File: src/mtg_pkg.sv
`timescale 1ns / 1ps
`default_nettype none
package mtg_pkg;
    localparam int STATE_WORDS  = 624;
    localparam int TWIST_OFFSET = 397;
    localparam int KEY_MAX      = 16;
    localparam int AW           = 10;
    localparam int KW           = 4;
    localparam int KCW          = 5;

    localparam logic [1:0] OP_SEED = 2'd0;
    localparam logic [1:0] OP_KEY  = 2'd1;
    localparam logic [1:0] OP_GEN  = 2'd2;

    localparam logic [31:0] MIX_A   = 32'h9908b0df;
    localparam logic [31:0] HI_BIT  = 32'h80000000;
    localparam logic [31:0] LO_BITS = 32'h7fffffff;
    localparam logic [31:0] MUL_S   = 32'd1812433253;
    localparam logic [31:0] MUL_K1  = 32'd1664525;
    localparam logic [31:0] MUL_K2  = 32'd1566083941;
    localparam logic [31:0] SEED_AR = 32'd19650218;
    localparam logic [31:0] SEED_DF = 32'd5489;

    typedef struct packed {
        logic [1:0]  op;
        logic [31:0] value;
        logic        last;
    } t_cmd;

    function automatic logic [31:0] temper(input logic [31:0] x);
        logic [31:0] y;
        y = x ^ (x >> 11);
        y = y ^ ((y << 7) & 32'h9d2c5680);
        y = y ^ ((y << 15) & 32'hefc60000);
        y = y ^ (y >> 18);
        return y;
    endfunction
endpackage
`default_nettype wire

File: src/mtg_front.sv
`timescale 1ns / 1ps
`default_nettype none
// Two-entry command queue; drops op 3.
module mtg_front
    import mtg_pkg::*;
(
    input  wire logic   i_clk,
    input  wire logic   i_rst_n,
    input  wire logic   i_push,
    input  wire t_cmd   i_cmd,
    output logic        o_full,
    output logic        o_valid,
    output t_cmd        o_cmd,
    input  wire logic   i_take
);
    t_cmd       r_q [2];
    logic       r_wp, r_rp;
    logic [1:0] r_cnt;
    logic       w_in, w_out;

    assign o_full  = (r_cnt == 2'd2);
    assign o_valid = (r_cnt != 2'd0);
    assign o_cmd   = r_q[r_rp];
    assign w_in    = i_push && !o_full && (i_cmd.op != 2'd3);
    assign w_out   = i_take && o_valid;

    always_ff @(posedge i_clk) begin
        if (w_in) r_q[r_wp] <= i_cmd;
        if (!i_rst_n) begin
            r_wp <= 1'b0; r_rp <= 1'b0; r_cnt <= 2'd0;
        end else begin
            if (w_in) r_wp <= ~r_wp;
            if (w_out) r_rp <= ~r_rp;
            r_cnt <= r_cnt + {1'b0, w_in} - {1'b0, w_out};
        end
    end
endmodule
`default_nettype wire

File: config.mk
export PLATFORM = sky130hd
export DESIGN_NAME = mtg_front
export DESIGN_NICKNAME = d
export VERILOG_FILES = /design/src/mtg_pkg.sv /design/src/mtg_front.sv
export SDC_FILE = /design/constraint.sdc
export NUM_CORES = 1
export LEC_CHECK = 0
export ABC_AREA = 1
export BUFFER_PORTS_ARGS = -buffer_cell sky130_fd_sc_hd__buf_2
export CELL_PAD_IN_SITES_DETAIL_PLACEMENT = 0
export CELL_PAD_IN_SITES_GLOBAL_PLACEMENT = 1
export CORE_MARGIN = 1
export CORE_UTILIZATION = 44
export CTS_CLUSTER_DIAMETER = 150
export DETAILED_ROUTE_END_ITERATION = 8
export PLACE_DENSITY = 0.85
export RECOVER_POWER = 100
export SETUP_SLACK_MARGIN = 0.15
export SLEW_MARGIN = 20
export SYNTH_ARGS = -nofsm -noshare
export SYNTH_HDL_FRONTEND = slang
export SYNTH_SLANG_ARGS = --single-unit
File: constraint.sdc
create_clock -name i_clk -period 3.2 [get_ports i_clk]
set_input_delay 0.32 -clock i_clk [delete_from_list [all_inputs] [get_ports i_clk]]
set_output_delay 0.32 -clock i_clk [all_outputs]
set_load 0.02 [all_outputs]
==> tab_implementation.tex, run 1 <==
\begin{tabular}{lr}
\hline
Metric & Value \\
\hline
\multicolumn{2}{l}{\textbf{Status}} \\
\quad Result of the run & finished, violations left \\
\quad Violated checks & capacitance limit, slew limit \\
\multicolumn{2}{l}{\textbf{Global route}} \\
\quad Total Routing Usage GR & between 10\% and 20\% \\
\quad Number of global-route vias before repair & 1434 \\
\quad Antenna violations before repair & 0 \\
\quad First-pass GRT wire length & a little under 7000 um \\
\quad Total congestion overflow after global routing & 0 \\
\quad Maximum number of pins on one net before global-route repair & 36 \\
\multicolumn{2}{l}{\textbf{Logic synthesis}} \\
\quad Sequential area share after synthesis & between 70\% and 80\% \\
\quad Most frequent cells after synthesis & sky130\_fd\_sc\_hd\_\_edfxtp\_1, sky130\_fd\_sc\_hd\_\_mux2\_4, sky130\_fd\_sc\_hd\_\_inv\_1, sky130\_fd\_sc\_hd\_\_nand2\_1, sky130\_fd\_sc\_hd\_\_nor2\_1 \\
\quad Post-synthesis cell count & approximately 150 \\
\quad Top cells by area, synth & sky130\_fd\_sc\_hd\_\_edfxtp\_1, sky130\_fd\_sc\_hd\_\_mux2\_4, sky130\_fd\_sc\_hd\_\_dfxtp\_1 \\
\quad Post-synth cell types & 14 \\
\quad Synthesized area & $\sim$2900 um2 \\
\quad Synthesized netlist net count & around 190 \\
\quad Yosys synthesis warning count & 0 \\
\quad Cell taking the most area after synthesis & sky130\_fd\_sc\_hd\_\_edfxtp\_1 \\
\quad Dominant cell by count in the synthesized netlist & sky130\_fd\_sc\_hd\_\_edfxtp\_1 \\
\quad Number of enable flip-flop cells after synthesis & 70 \\
\quad Top\_reg\_cell synth & sky130\_fd\_sc\_hd\_\_edfxtp\_1 \\
\quad Portion of synthesized cell area occupied by the leading cell type & around 72\% \\
\quad Post-Synthesis Mean Instance Area & between 15 and 20 um2 \\
\quad Number of storage elements in the synthesis netlist & 75 \\
\quad Async S/R FF share, synth & 0\% \\
\multicolumn{2}{l}{\textbf{Timing}} \\
\quad Max Clock Skew & roughly 0.0077 ns \\
\quad Sum of negative setup slack & 0 ns \\
\quad Post-route setup slack & between 0.7 and 0.8 ns \\
\quad Timing-limited maximum frequency & approximately 420 MHz \\
\quad Worst-case hold slack & around 0.18 ns \\
\quad Final clock period utilization by the worst path & about three quarters \\
\quad Slew at the pin closest to its max-slew limit & 1.78 ns \\
\quad Worst slew margin relative to its limit & -18.8\% \\
\quad Final Hold Vio Count & 0 \\
\quad Max-slew violation total from the final report & 36 \\
\quad Unrepaired setup endpoints after global routing & false \\
\quad Min Clock Period, post-route & $\sim$2.4 ns \\
\quad Setup Viol. Count Final & 0 \\
\multicolumn{2}{l}{\textbf{Route}} \\
\quad Drt drc & 0 \\
\quad Highest metal layer with signal wires & met4 \\
\quad Met3 routed WL & about 220 um \\
\quad Initial DRC Count & between 80 and 90 \\
\quad Number of iterations in the first detailed-routing pass & 4 \\
\quad Wl on met1 & $\sim$2000 um \\
\quad Total via count in the routed design & 1476 \\
\quad Total wirelength of the detailed-routed design & 4410 um \\
\quad Wire length per cell after detailed routing & about 14 um \\
\quad Vias per std cell & around 4.7 \\
\quad Detail Route Antenna Nets & 0 \\
\quad Met2 layer wire length in the routed design & around 2100 um \\
\multicolumn{2}{l}{\textbf{Worst setup path}} \\
\quad Source of the critical timing path & r\_cnt[0] \\
\quad Reg-to-Reg Start & r\_cnt[0] \\
\quad Critical path endpoint category & flip-flop \\
\quad Element type at the critical path start & flip-flop \\
\quad Worst path arrival time & between 2 and 2.5 ns \\
\quad Flop2flop setup slack & $\sim$0.8 ns \\
\quad Highest fanout seen on the critical path & 35 \\
\quad Reg-to-Reg End & r\_q[0][0] \\
\quad Required time of the worst setup path & 3.12 ns \\
\quad Path depth of the worst reg2reg path & 4 \\
\quad Crit path kind & flip-flop to flip-flop \\
\multicolumn{2}{l}{\textbf{Power}} \\
\quad Peak supply drop & 0.000395 V \\
\quad Power density over the cells & between 700 and 800 nW/um2 \\
\quad Total power & approximately 0.0025 W \\
\quad Cell leakage power & 1.27 nW \\
\multicolumn{2}{l}{\textbf{Clocking}} \\
\quad \# Post-CTS Setup Buffers & 0 \\
\quad Number of clock sinks & 75 \\
\quad CTS HTree Levels & 3 \\
\quad Largest buffer count on any clock path & 2 \\
\quad Buffer type at the clock tree root & sky130\_fd\_sc\_hd\_\_clkbuf\_8 \\
\quad TritonCTS clock tree & built \\
\quad Hold bufs inserted after CTS & 0 \\
\quad PostCTS Resize Cnt & 0 \\
\quad Register clock-pin slew on the reported worst setup and hold paths & around 0.070 ns \\
\quad Clock Latency Late Sink & around 0.33 ns \\
\quad Number of buffers inserted during clock tree synthesis & 9 \\
\multicolumn{2}{l}{\textbf{Placed design}} \\
\quad Routability cong. & approximately 0.67 \\
\quad Half-perimeter wire length after detailed placement & 3010 um \\
\quad Post-placement setup slack & 1.27 ns \\
\quad Placed cell count & approximately 300 \\
\quad Quantity of I/O buffers inserted on ports & 75 \\
\multicolumn{2}{l}{\textbf{Floorplan}} \\
\quad Effective utilization at floorplan & a little under half \\
\quad Number of placement rows & 29 \\
\quad Total I/O pin count & between 70 and 80 \\
\quad Die X-Extent & 83.7 um \\
\quad Vertical die dimension & $\sim$84 um \\
\quad Placeable core region & around 6400 um2 \\
\quad Full die area & approximately 7000 um2 \\
\multicolumn{2}{l}{\textbf{Finish}} \\
\quad Cell Count, Final, Fillers Out & 315 \\
\quad Share of post-route cells with drive strength above 1 & between 20\% and 30\% \\
\quad Syn-to-layout area delta & 15.8\% \\
\quad Number of antenna repair diodes & 0 \\
\quad Net count reported at finish & roughly 270 \\
\multicolumn{2}{l}{\textbf{Min path}} \\
\quad Worst Hold Path Cells & 1 \\
\quad Source of the worst hold timing path & i\_cmd[1] \\
\quad Worst min-delay path endpoint & r\_q[1][1] \\
\quad Type of the most critical hold path & input port to flip-flop \\
\multicolumn{2}{l}{\textbf{Job}} \\
\quad Max\_cap viols & 1 \\
\hline
\end{tabular}
## registers in the layout, indices dropped and copies added (netlist names), named ones only
signal,flops
r_q,70
r_rp,1
r_wp,1
r_cnt,2
## worst max-delay path, cell delays in order (launching register included)
cell                      delay, ns
sky130_fd_sc_hd__dfxtp_1       0.35
sky130_fd_sc_hd__inv_1         0.06
sky130_fd_sc_hd__nand2_1       0.09
sky130_fd_sc_hd__nand3_1       0.13
sky130_fd_sc_hd__nor2_2        1.34
## cells by family (layout without fill, tap and decap cells)
kind of cell    after synthesis  count (layout)  synth area share (%)
flops                        75              75                  75.0
simple gates                 20              20                  2.77
buf+inv                      14             104                  3.71
fa+ha+maj                     2               2                 0.852
mux                          35              35                  17.3
compound gates                2               2                 0.426
## cell type report
class	count	area, um2
Inverter	10	37.5
Multi-Input combinational cell	59	527
Tap cell	77	96.3
Sequential cell	75	2200
Timing Repair Buffer	78	352
Clock buffer	10	128
Fill cell	562	2990
Clock inverter	6	56.3
## per-stage QoR
stage / util, % / instance area (um2)
after CTS: 55.8 / 3560
after floorplan: - / 2940
after global placement: 52.9 / 3380
after global routing: 53.2 / 3400
final: 53.2 / 3400
after detailed placement: 52.9 / 3380
## report_power, final
group	switching [W]	internal (W)	total, W	leakage [nW]
clock network	0.000308	0.000354	0.000662	0.0951
logic	0.000374	0.000227	0.000601	0.483
registers	0.0000659	0.00121	0.00127	0.689
## cell usage in the layout (no fill, tap or decap), drive strengths merged, types with 2 or more instances in the layout
cell	count
mux2	35
ha	2
nand3	3
edfxtp	70
clkbuf	41
nand2	10
dfxtp	5
clkinv	5
nor2	6
inv	10
buf	47
## routing by layer
metal / vias to the layer above / GRT usage [%]
met5: - / 0
met4: 0 / 8.32
met3: 11 / 3.66
met2: 53 / 21.3
met1: 689 / 15.8
li1: 723 / -
## how the worst max path moves through the flow
stage	cells after the start	end
3_3_place_gp	3	o_cmd[11]
3_5_place_dp	4	r_q[0][9]
2_1_floorplan	4	r_q[0][0]
5_1_grt	4	r_q[0][0]
4_1_cts	3	o_cmd[5]
6_report	4	r_q[0][0]
(Power assumes the default switching activity.)
==> inputs of run 2 (changes only) <==
ABC_AREA = 0   (was 1)
CORE_UTILIZATION = 40   (was 44)
PLACE_DENSITY = 0.81   (was 0.85)
clock period = 2.2 ns   (was 3.2 ns; I/O delays follow)
==> tab_implementation.tex, run 2 <==
\begin{tabular}{lr}
\hline
Metric & Value \\
\hline
\multicolumn{2}{l}{\textbf{Logic synthesis}} \\
\quad Cell taking the most area after synthesis & sky130\_fd\_sc\_hd\_\_edfxtp\_1 \\
\quad Area share of and/or/nand/nor cells after synthesis & 2.85\% (+0.082 points) \\
\quad Async S/R FF share, synth & 0\% (unchanged) \\
\quad Sequential area share after synthesis & 74.9\% (-0.096 points) \\
\quad Most frequent cells after synthesis & sky130\_fd\_sc\_hd\_\_edfxtp\_1, sky130\_fd\_sc\_hd\_\_mux2\_4, sky130\_fd\_sc\_hd\_\_dfxtp\_1, sky130\_fd\_sc\_hd\_\_mux2\_2 \\
\quad Post-synthesis cell count & 135 (-8.8\%) \\
\quad Number of storage elements in the synthesis netlist & 75 (unchanged) \\
\quad Number of enable flip-flop cells after synthesis & 70 (unchanged) \\
\quad Synthesized-area fraction occupied by adder cells & 0.851\% (-0.0011 points) \\
\quad Yosys synthesis warning count & 0 (unchanged) \\
\quad Area fraction in compound gates after synthesis & 0.255\% (-0.17 points) \\
\quad Top\_reg\_cell synth & sky130\_fd\_sc\_hd\_\_edfxtp\_1 \\
\quad Post-synthesis mux area share & 17.6\% (+0.32 points) \\
\quad Synthesized netlist net count & 176 (-6.9\%) \\
\quad Synthesized area & 2940 um2 (+0.13\%) \\
\quad Dominant cell by count in the synthesized netlist & sky130\_fd\_sc\_hd\_\_edfxtp\_1 \\
\quad Post-Synthesis Mean Instance Area & 21.8 um2 (+9.8\%) \\
\quad Post-synthesis share of cell area spent on xor and xnor gates & 0.894\% (+0.89 points) \\
\quad Post-synth cell types & 18 (+4) \\
\quad Top cells by area, synth & sky130\_fd\_sc\_hd\_\_edfxtp\_1, sky130\_fd\_sc\_hd\_\_mux2\_4, sky130\_fd\_sc\_hd\_\_dfxtp\_1 \\
\quad Dominant combinational cell family by area after synthesis & multiplexers \\
\quad Portion of synthesized cell area occupied by the leading cell type & 71.5\% (-0.091 points) \\
\multicolumn{2}{l}{\textbf{Floorplan}} \\
\quad Vertical die dimension & 87.7 um (+4.8\%) \\
\quad Number of placement rows & 30 (+3.4\%) \\
\quad Placeable core region & 6940 um2 (+8.7\%) \\
\quad Full die area & 7700 um2 (+9.9\%) \\
\quad Effective utilization at floorplan & 42.3\% (-3.6 points) \\
\quad Die X-Extent & 87.7 um (+4.8\%) \\
\quad Total I/O pin count & 76 (unchanged) \\
\multicolumn{2}{l}{\textbf{Timing}} \\
\quad Max Clock Skew & 0.00630 ns (-0.00142 ns) \\
\quad Min Clock Period, post-route & 1.89 ns (-0.512 ns) \\
\quad Final Hold Vio Count & 0 (unchanged) \\
\quad Max-slew violation total from the final report & 0 (-100\%) \\
\quad Slew at the pin closest to its max-slew limit & 0.613 ns (-1.17 ns) \\
\quad Timing-limited maximum frequency & 529 MHz (+27\%) \\
\quad Sum of negative setup slack & 0 ns (unchanged) \\
\quad Unrepaired setup endpoints after global routing & false \\
\quad Setup Viol. Count Final & 0 (unchanged) \\
\quad Final clock period utilization by the worst path & 85.9\% (+11 points) \\
\quad Worst slew margin relative to its limit & 59.1\% (+78 points) \\
\multicolumn{2}{l}{\textbf{Power}} \\
\quad Power density over the cells & 1140 nW/um2 (+53\%) \\
\quad Peak supply drop & 0.000626 V (+59\%) \\
\quad Cell leakage power & 1.27 nW (+0.56\%) \\
\multicolumn{2}{l}{\textbf{Global route}} \\
\quad Antenna violations before repair & 0 (unchanged) \\
\quad Maximum number of pins on one net before global-route repair & 25 (-31\%) \\
\quad Total Routing Usage GR & 12.6\% (-0.65 points) \\
\quad Number of global-route vias before repair & 1435 (+0.070\%) \\
\quad First-pass GRT wire length & 6900 um (+0.82\%) \\
\quad Total congestion overflow after global routing & 0 (unchanged) \\
\multicolumn{2}{l}{\textbf{Placed design}} \\
\quad Placed standard-cell area & 3430 um2 (+1.3\%) \\
\quad Quantity of I/O buffers inserted on ports & 75 (unchanged) \\
\quad Half-perimeter wire length after detailed placement & 3010 um (unchanged) \\
\quad Routability cong. & 0.648 (-2.8\%) \\
\multicolumn{2}{l}{\textbf{Min path}} \\
\quad Type of the most critical hold path & input port to flip-flop \\
\quad Source of the worst hold timing path & i\_cmd[12] \\
\quad Worst Hold Path Cells & 1 (unchanged) \\
\quad Worst min-delay path endpoint & r\_q[1][12] \\
\multicolumn{2}{l}{\textbf{Route}} \\
\quad Total wirelength of the detailed-routed design & 4570 um (+3.6\%) \\
\quad Vias per std cell & 4.49 (-4.2\%) \\
\quad Detail Route Antenna Nets & 0 (unchanged) \\
\quad Total via count in the routed design & 1455 (-1.4\%) \\
\quad Number of iterations in the first detailed-routing pass & 4 (unchanged) \\
\quad Drt drc & 0 (unchanged) \\
\quad Wire length per cell after detailed routing & 14.1 um (+0.75\%) \\
\quad Initial DRC Count & 63 (-28\%) \\
\multicolumn{2}{l}{\textbf{Clocking}} \\
\quad Number of clock sinks & 75 (unchanged) \\
\quad PostCTS Resize Cnt & 0 (unchanged) \\
\quad Register clock-pin slew on the reported worst setup and hold paths & 0.08 ns (about the same) \\
\quad TritonCTS clock tree & built \\
\quad Hold bufs inserted after CTS & 0 (unchanged) \\
\quad Number of buffers inserted during clock tree synthesis & 9 (unchanged) \\
\quad Buffer type at the clock tree root & sky130\_fd\_sc\_hd\_\_clkbuf\_8 \\
\quad Largest buffer count on any clock path & 2 (unchanged) \\
\quad \# Post-CTS Setup Buffers & 0 (unchanged) \\
\quad Clock Latency Late Sink & 0.34 ns (about the same) \\
\quad CTS HTree Levels & 3 (unchanged) \\
\multicolumn{2}{l}{\textbf{Worst setup path}} \\
\quad Crit-path cells & nor2b\_4 > nand3b\_1 > ha\_1 > inv\_1 > ha\_1 > xnor2\_1 > xnor2\_1 > and2\_0 \\
\quad Library cell contributing the largest single delay on the critical path & sky130\_fd\_sc\_hd\_\_ha\_1 \\
\quad Source of the critical timing path & r\_cnt[1] \\
\quad Critical path endpoint category & flip-flop \\
\quad Flop2flop setup slack & 0.31 ns (-0.49 ns) \\
\quad Worst path arrival time & 2.12 ns (-0.20 ns) \\
\quad Crit path kind & flip-flop to flip-flop \\
\quad Maximum cell stage delay along the critical path & 0.37 ns (-0.97 ns) \\
\quad Element type at the critical path start & flip-flop \\
\quad Reg-to-Reg Start & r\_cnt[1] \\
\quad Highest fanout seen on the critical path & 4 (-89\%) \\
\quad Path depth of the worst reg2reg path & 8 (+4) \\
\quad Reg-to-Reg End & r\_cnt[1] \\
\quad Required time of the worst setup path & 2.43 ns (-0.69 ns) \\
\multicolumn{2}{l}{\textbf{Job}} \\
\quad Max\_cap viols & 0 (-1) \\
\multicolumn{2}{l}{\textbf{Finish}} \\
\quad Final core utilization & 50.2\% (-3.0 points) \\
\quad Most common cell after layout, fill and taps aside & sky130\_fd\_sc\_hd\_\_edfxtp\_1 \\
\quad Share of post-route cells with drive strength above 1 & 37.3\% (+7.9 points) \\
\quad Top flop regs & r\_q x70, r\_cnt x2 \\
\quad Most frequent cells in the layout & sky130\_fd\_sc\_hd\_\_edfxtp\_1, sky130\_fd\_sc\_hd\_\_buf\_2, sky130\_fd\_sc\_hd\_\_clkbuf\_1 \\
\quad Biggest register & r\_q \\
\quad Sequential standard cell area & 2200 um2 (unchanged) \\
\quad Multi-input combinational cell area & 572 um2 (+8.6\%) \\
\quad Post-Layout Inst Area & 3490 um2 (+2.6\%) \\
\quad Syn-to-layout area delta & 18.6\% \\
\quad Max FFs per register & 70 (unchanged) \\
\quad Layout fillers & 626 (+11\%) \\
\quad Number of antenna repair diodes & 0 (unchanged) \\
\quad Net count reported at finish & 264 (-3.6\%) \\
\multicolumn{2}{l}{\textbf{Status}} \\
\quad Result of the run & finished clean \\
\hline
\end{tabular}
-- run 2: worst max path at each step --
stage	endpoint	slack, ns	depth (start not counted)
after detailed placement	r_cnt[1]	0.51	8
after global placement	r_cnt[1]	0.55	8
after CTS	o_cmd[3]	0.34	3
final	r_cnt[1]	0.31	8
after floorplan	r_q[0][0]	-0.36	3
after global routing	r_cnt[1]	0.17	8
-- run 2: routing by layer --
metal	global-route usage, %	part of all wire, %	up-vias
met4	6.71	1.5	0
li1	-	-	690
met1	14.9	45	703
met2	20.3	47	54
met5	0	0	-
met3	4.43	6.8	8
-- run 2: cells by family after synthesis --
logic type	count (synthesis)
compound gates	1
xor+xnor	3
fa+ha+maj	2
buf+inv	6
flops	75
mux	36
simple gates	12
-- run 2: area by class of cell --
class                      count  share of cell area, %
multi-input combinational     54                   16.4
inverter                       2                  0.215
timing repair buffer          81                   10.8
tap                           96                   3.44
clock inverter                 5                   2.22
sequential                    75                   63.2
clock buffer                  11                   3.77
-- run 2: through the flow --
| stage | hold WS (ns) | std cells | total power, W | setup slack (ns) |
|---|---|---|---|---|
| after global routing | 0.0466 | 324 | 0.00417 | 0.175 |
| after CTS | 0.0498 | 324 | 0.00420 | 0.341 |
| after floorplan | 0.319 | 135 | 0.00282 | -0.361 |
| after global placement | 0.408 | 308 | 0.00308 | 0.550 |
| after detailed placement | 0.411 | 308 | 0.00309 | 0.507 |
| final | 0.0648 | 324 | 0.00397 | 0.310 |
-- run 2: power breakdown --
part	internal (W)	total, W	switching [W]
clock network	0.000636	0.00110	0.000468
logic	0.000414	0.00105	0.000637
registers	0.00176	0.00181	0.0000568
-- run 2: worst max-delay path, delay by kind of cell (launching register included) --
family	cells	cell delay [ns]
buf+inv	1	0.04
simple gates	3	0.61
flops	1	0.35
xor+xnor	2	0.26
fa+ha+maj	2	0.54
==> inputs of run 3 (changes only) <==
GPL_TIMING_DRIVEN = 0   (was not set)
==> tab_implementation.tex, run 3 (synthesis results as in run 2) <==
\begin{tabular}{lr}
\hline
Metric & Value \\
\hline
\multicolumn{2}{l}{\textbf{Floorplan}} \\
\quad Total I/O pin count & 76 (unchanged) \\
\quad Die X-Extent & 87.7 um (unchanged) \\
\quad Full die area & 7700 um2 (unchanged) \\
\quad Vertical die dimension & 87.7 um (unchanged) \\
\quad Placeable core region & 6940 um2 (unchanged) \\
\quad Number of placement rows & 30 (unchanged) \\
\quad Effective utilization at floorplan & 42.3\% (unchanged) \\
\multicolumn{2}{l}{\textbf{Worst setup path}} \\
\quad Element type at the critical path start & flip-flop \\
\quad Flop2flop setup slack & 0.39 ns (+0.08 ns) \\
\quad Maximum cell stage delay along the critical path & 0.31 ns (-0.06 ns) \\
\quad Crit-path cells & clkbuf\_2 > buf\_12 > mux2\_4 > clkbuf\_1 \\
\quad CP Depth & 4 (-4) \\
\quad Library cell contributing the largest single delay on the critical path & sky130\_fd\_sc\_hd\_\_dfxtp\_1 \\
\quad CP Buf/Inv Count & 3 (+2) \\
\quad Worst setup path endpoint & o\_cmd[32] \\
\quad Reg-to-Reg End & r\_q[1][3] \\
\quad CP top delay family & buffers and inverters \\
\quad Crit path kind & flip-flop to output port \\
\quad Critical path endpoint category & output port \\
\quad Path depth of the worst reg2reg path & 4 (-4) \\
\quad Reg-to-Reg Start & r\_cnt[1] \\
\quad Highest fanout seen on the critical path & 10 (+6) \\
\quad Required time of the worst setup path & 1.98 ns (-0.45 ns) \\
\quad Worst path arrival time & 1.63 ns (-0.49 ns) \\
\multicolumn{2}{l}{\textbf{Timing}} \\
\quad Post-route setup slack & 0.349 ns (+0.0400 ns) \\
\quad Worst-case hold slack & 0.0629 ns (-0.00185 ns) \\
\quad Worst slew margin relative to its limit & 53.9\% (-5.2 points) \\
\quad Unrepaired setup endpoints after global routing & false \\
\quad Final clock period utilization by the worst path & 84.1\% (-1.8 points) \\
\quad Sum of negative setup slack & 0 ns (unchanged) \\
\quad Setup Viol. Count Final & 0 (unchanged) \\
\quad Min Clock Period, post-route & 1.85 ns (-0.0400 ns) \\
\quad Timing-limited maximum frequency & 540 MHz (+2.2\%) \\
\quad Slew at the pin closest to its max-slew limit & 0.690 ns (+0.0774 ns) \\
\quad Max Clock Skew & 0.00588 ns (-0.000426 ns) \\
\quad Max-slew violation total from the final report & 0 (unchanged) \\
\quad Final Hold Vio Count & 0 (unchanged) \\
\multicolumn{2}{l}{\textbf{Global route}} \\
\quad Number of global-route vias before repair & 1518 (+5.8\%) \\
\quad Maximum number of pins on one net before global-route repair & 25 (unchanged) \\
\quad Total Routing Usage GR & 13.2\% (+0.55 points) \\
\quad Total congestion overflow after global routing & 0 (unchanged) \\
\quad First-pass GRT wire length & 7150 um (+3.6\%) \\
\quad Antenna violations before repair & 0 (unchanged) \\
\multicolumn{2}{l}{\textbf{Clocking}} \\
\quad CTS HTree Levels & 3 (unchanged) \\
\quad Number of buffers inserted during clock tree synthesis & 9 (unchanged) \\
\quad Number of clock sinks & 75 (unchanged) \\
\quad Hold bufs inserted after CTS & 0 (unchanged) \\
\quad Buffer type at the clock tree root & sky130\_fd\_sc\_hd\_\_clkbuf\_8 \\
\quad TritonCTS clock tree & built \\
\quad PostCTS Resize Cnt & 0 (unchanged) \\
\quad Largest buffer count on any clock path & 2 (unchanged) \\
\quad Register clock-pin slew on the reported worst setup and hold paths & 0.07 ns (about the same) \\
\quad \# Post-CTS Setup Buffers & 0 (unchanged) \\
\quad Clock Latency Late Sink & 0.34 ns (about the same) \\
\multicolumn{2}{l}{\textbf{Finish}} \\
\quad Number of antenna repair diodes & 0 (unchanged) \\
\quad Syn-to-layout area delta & 24.1\% \\
\quad Max FFs per register & 70 (unchanged) \\
\quad Net count reported at finish & 264 (unchanged) \\
\quad Most common cell after layout, fill and taps aside & sky130\_fd\_sc\_hd\_\_edfxtp\_1 \\
\quad Top flop regs & r\_q x70, r\_cnt x2 \\
\quad Biggest register & r\_q \\
\quad Cell Count, Final, Fillers Out & 324 (unchanged) \\
\quad Share of post-route cells with drive strength above 1 & 40.8\% (+3.5 points) \\
\quad Most frequent cells in the layout & sky130\_fd\_sc\_hd\_\_edfxtp\_1, sky130\_fd\_sc\_hd\_\_clkbuf\_1, sky130\_fd\_sc\_hd\_\_buf\_2 \\
\multicolumn{2}{l}{\textbf{Min path}} \\
\quad Type of the most critical hold path & input port to flip-flop \\
\multicolumn{2}{l}{\textbf{Placed design}} \\
\quad Placed cell count & 308 (unchanged) \\
\quad Quantity of I/O buffers inserted on ports & 75 (unchanged) \\
\quad Post-placement setup slack & 0.490 ns (-0.0170 ns) \\
\quad Half-perimeter wire length after detailed placement & 3120 um (+3.6\%) \\
\quad Routability cong. & 0.635 (-1.9\%) \\
\multicolumn{2}{l}{\textbf{Route}} \\
\quad Total wirelength of the detailed-routed design & 4570 um (about the same) \\
\quad Total via count in the routed design & 1460 (+0.34\%) \\
\quad Drt drc & 0 (unchanged) \\
\quad Vias per std cell & 4.51 (+0.34\%) \\
\quad Wire length per cell after detailed routing & 14.1 um (about the same) \\
\quad Number of iterations in the first detailed-routing pass & 4 (unchanged) \\
\quad Initial DRC Count & 80 (+27\%) \\
\quad Detail Route Antenna Nets & 0 (unchanged) \\
\multicolumn{2}{l}{\textbf{Power}} \\
\quad Peak supply drop & 0.000498 V (-20\%) \\
\quad Cell leakage power & 1.33 nW (+4.4\%) \\
\quad Total power & 0.00419 W (+5.6\%) \\
\quad Power density over the cells & 1150 nW/um2 (+0.93\%) \\
\multicolumn{2}{l}{\textbf{Status}} \\
\quad Result of the run & finished clean \\
\multicolumn{2}{l}{\textbf{Job}} \\
\quad Max\_cap viols & 0 (unchanged) \\
\hline
\end{tabular}
==> run 3: worst reg2reg max path: cells and delay by family (launching register included) <==
| kind | cells | cell delay, ns |
|---|---|---|
| buffers and inverters | 1 | 0.27 |
| flip-flops | 1 | 0.35 |
| AND/OR/NAND/NOR | 3 | 0.88 |
==> run 3: worst min-delay path by stage <==
stage	endpoint	slack (ns)	startpoint	cells past startpoint
floorplan	r_q[0][0]	0.32	i_cmd[0]	0
global placement	r_q[0][27]	0.41	i_cmd[27]	1
detailed placement	r_q[0][19]	0.41	i_cmd[19]	1
CTS	r_q[0][5]	0.03	i_cmd[5]	1
global route	r_q[0][20]	0.04	i_cmd[20]	1
finish	r_q[0][20]	0.06	i_cmd[20]	1
==> run 3: power by group <==
part / leakage (nW) / switching (W) / internal [W]
clock network: 0.103 / 0.000483 / 0.000634
logic: 0.538 / 0.000675 / 0.000585
registers: 0.689 / 0.0000608 / 0.00175
total: 1.33 / 0.00122 / 0.00297
==> run 3: per-layer routing <==
metal,vias to the layer above,track usage [%],wire length [um],share of wire (%)
met3,9,4.05,291,6.4
met4,0,8.05,89,1.9
met1,697,15.0,1990,43
met2,55,21.7,2210,48
li1,699,-,-,-
met5,-,0,0,0
==> run 3: final cells by class <==
class                   count  area [um2]
clock inverters             7        92.6
flip-flops and latches     75        2200
plain buffers               4        65.1
inverters                   2        7.51
multi-input cells          54         669
repair buffers             77         369
clock buffers               9         124
well taps                  96         120
fillers                   605        3290
==> run 3: stage by stage <==
stage | area [um2] | utilization (%)
2_1_floorplan | 2940 | -
3_3_place_gp | 3440 | 49.5
3_5_place_dp | 3500 | 50.4
4_1_cts | 3710 | 53.5
5_1_grt | 3650 | 52.6
6_report | 3650 | 52.6
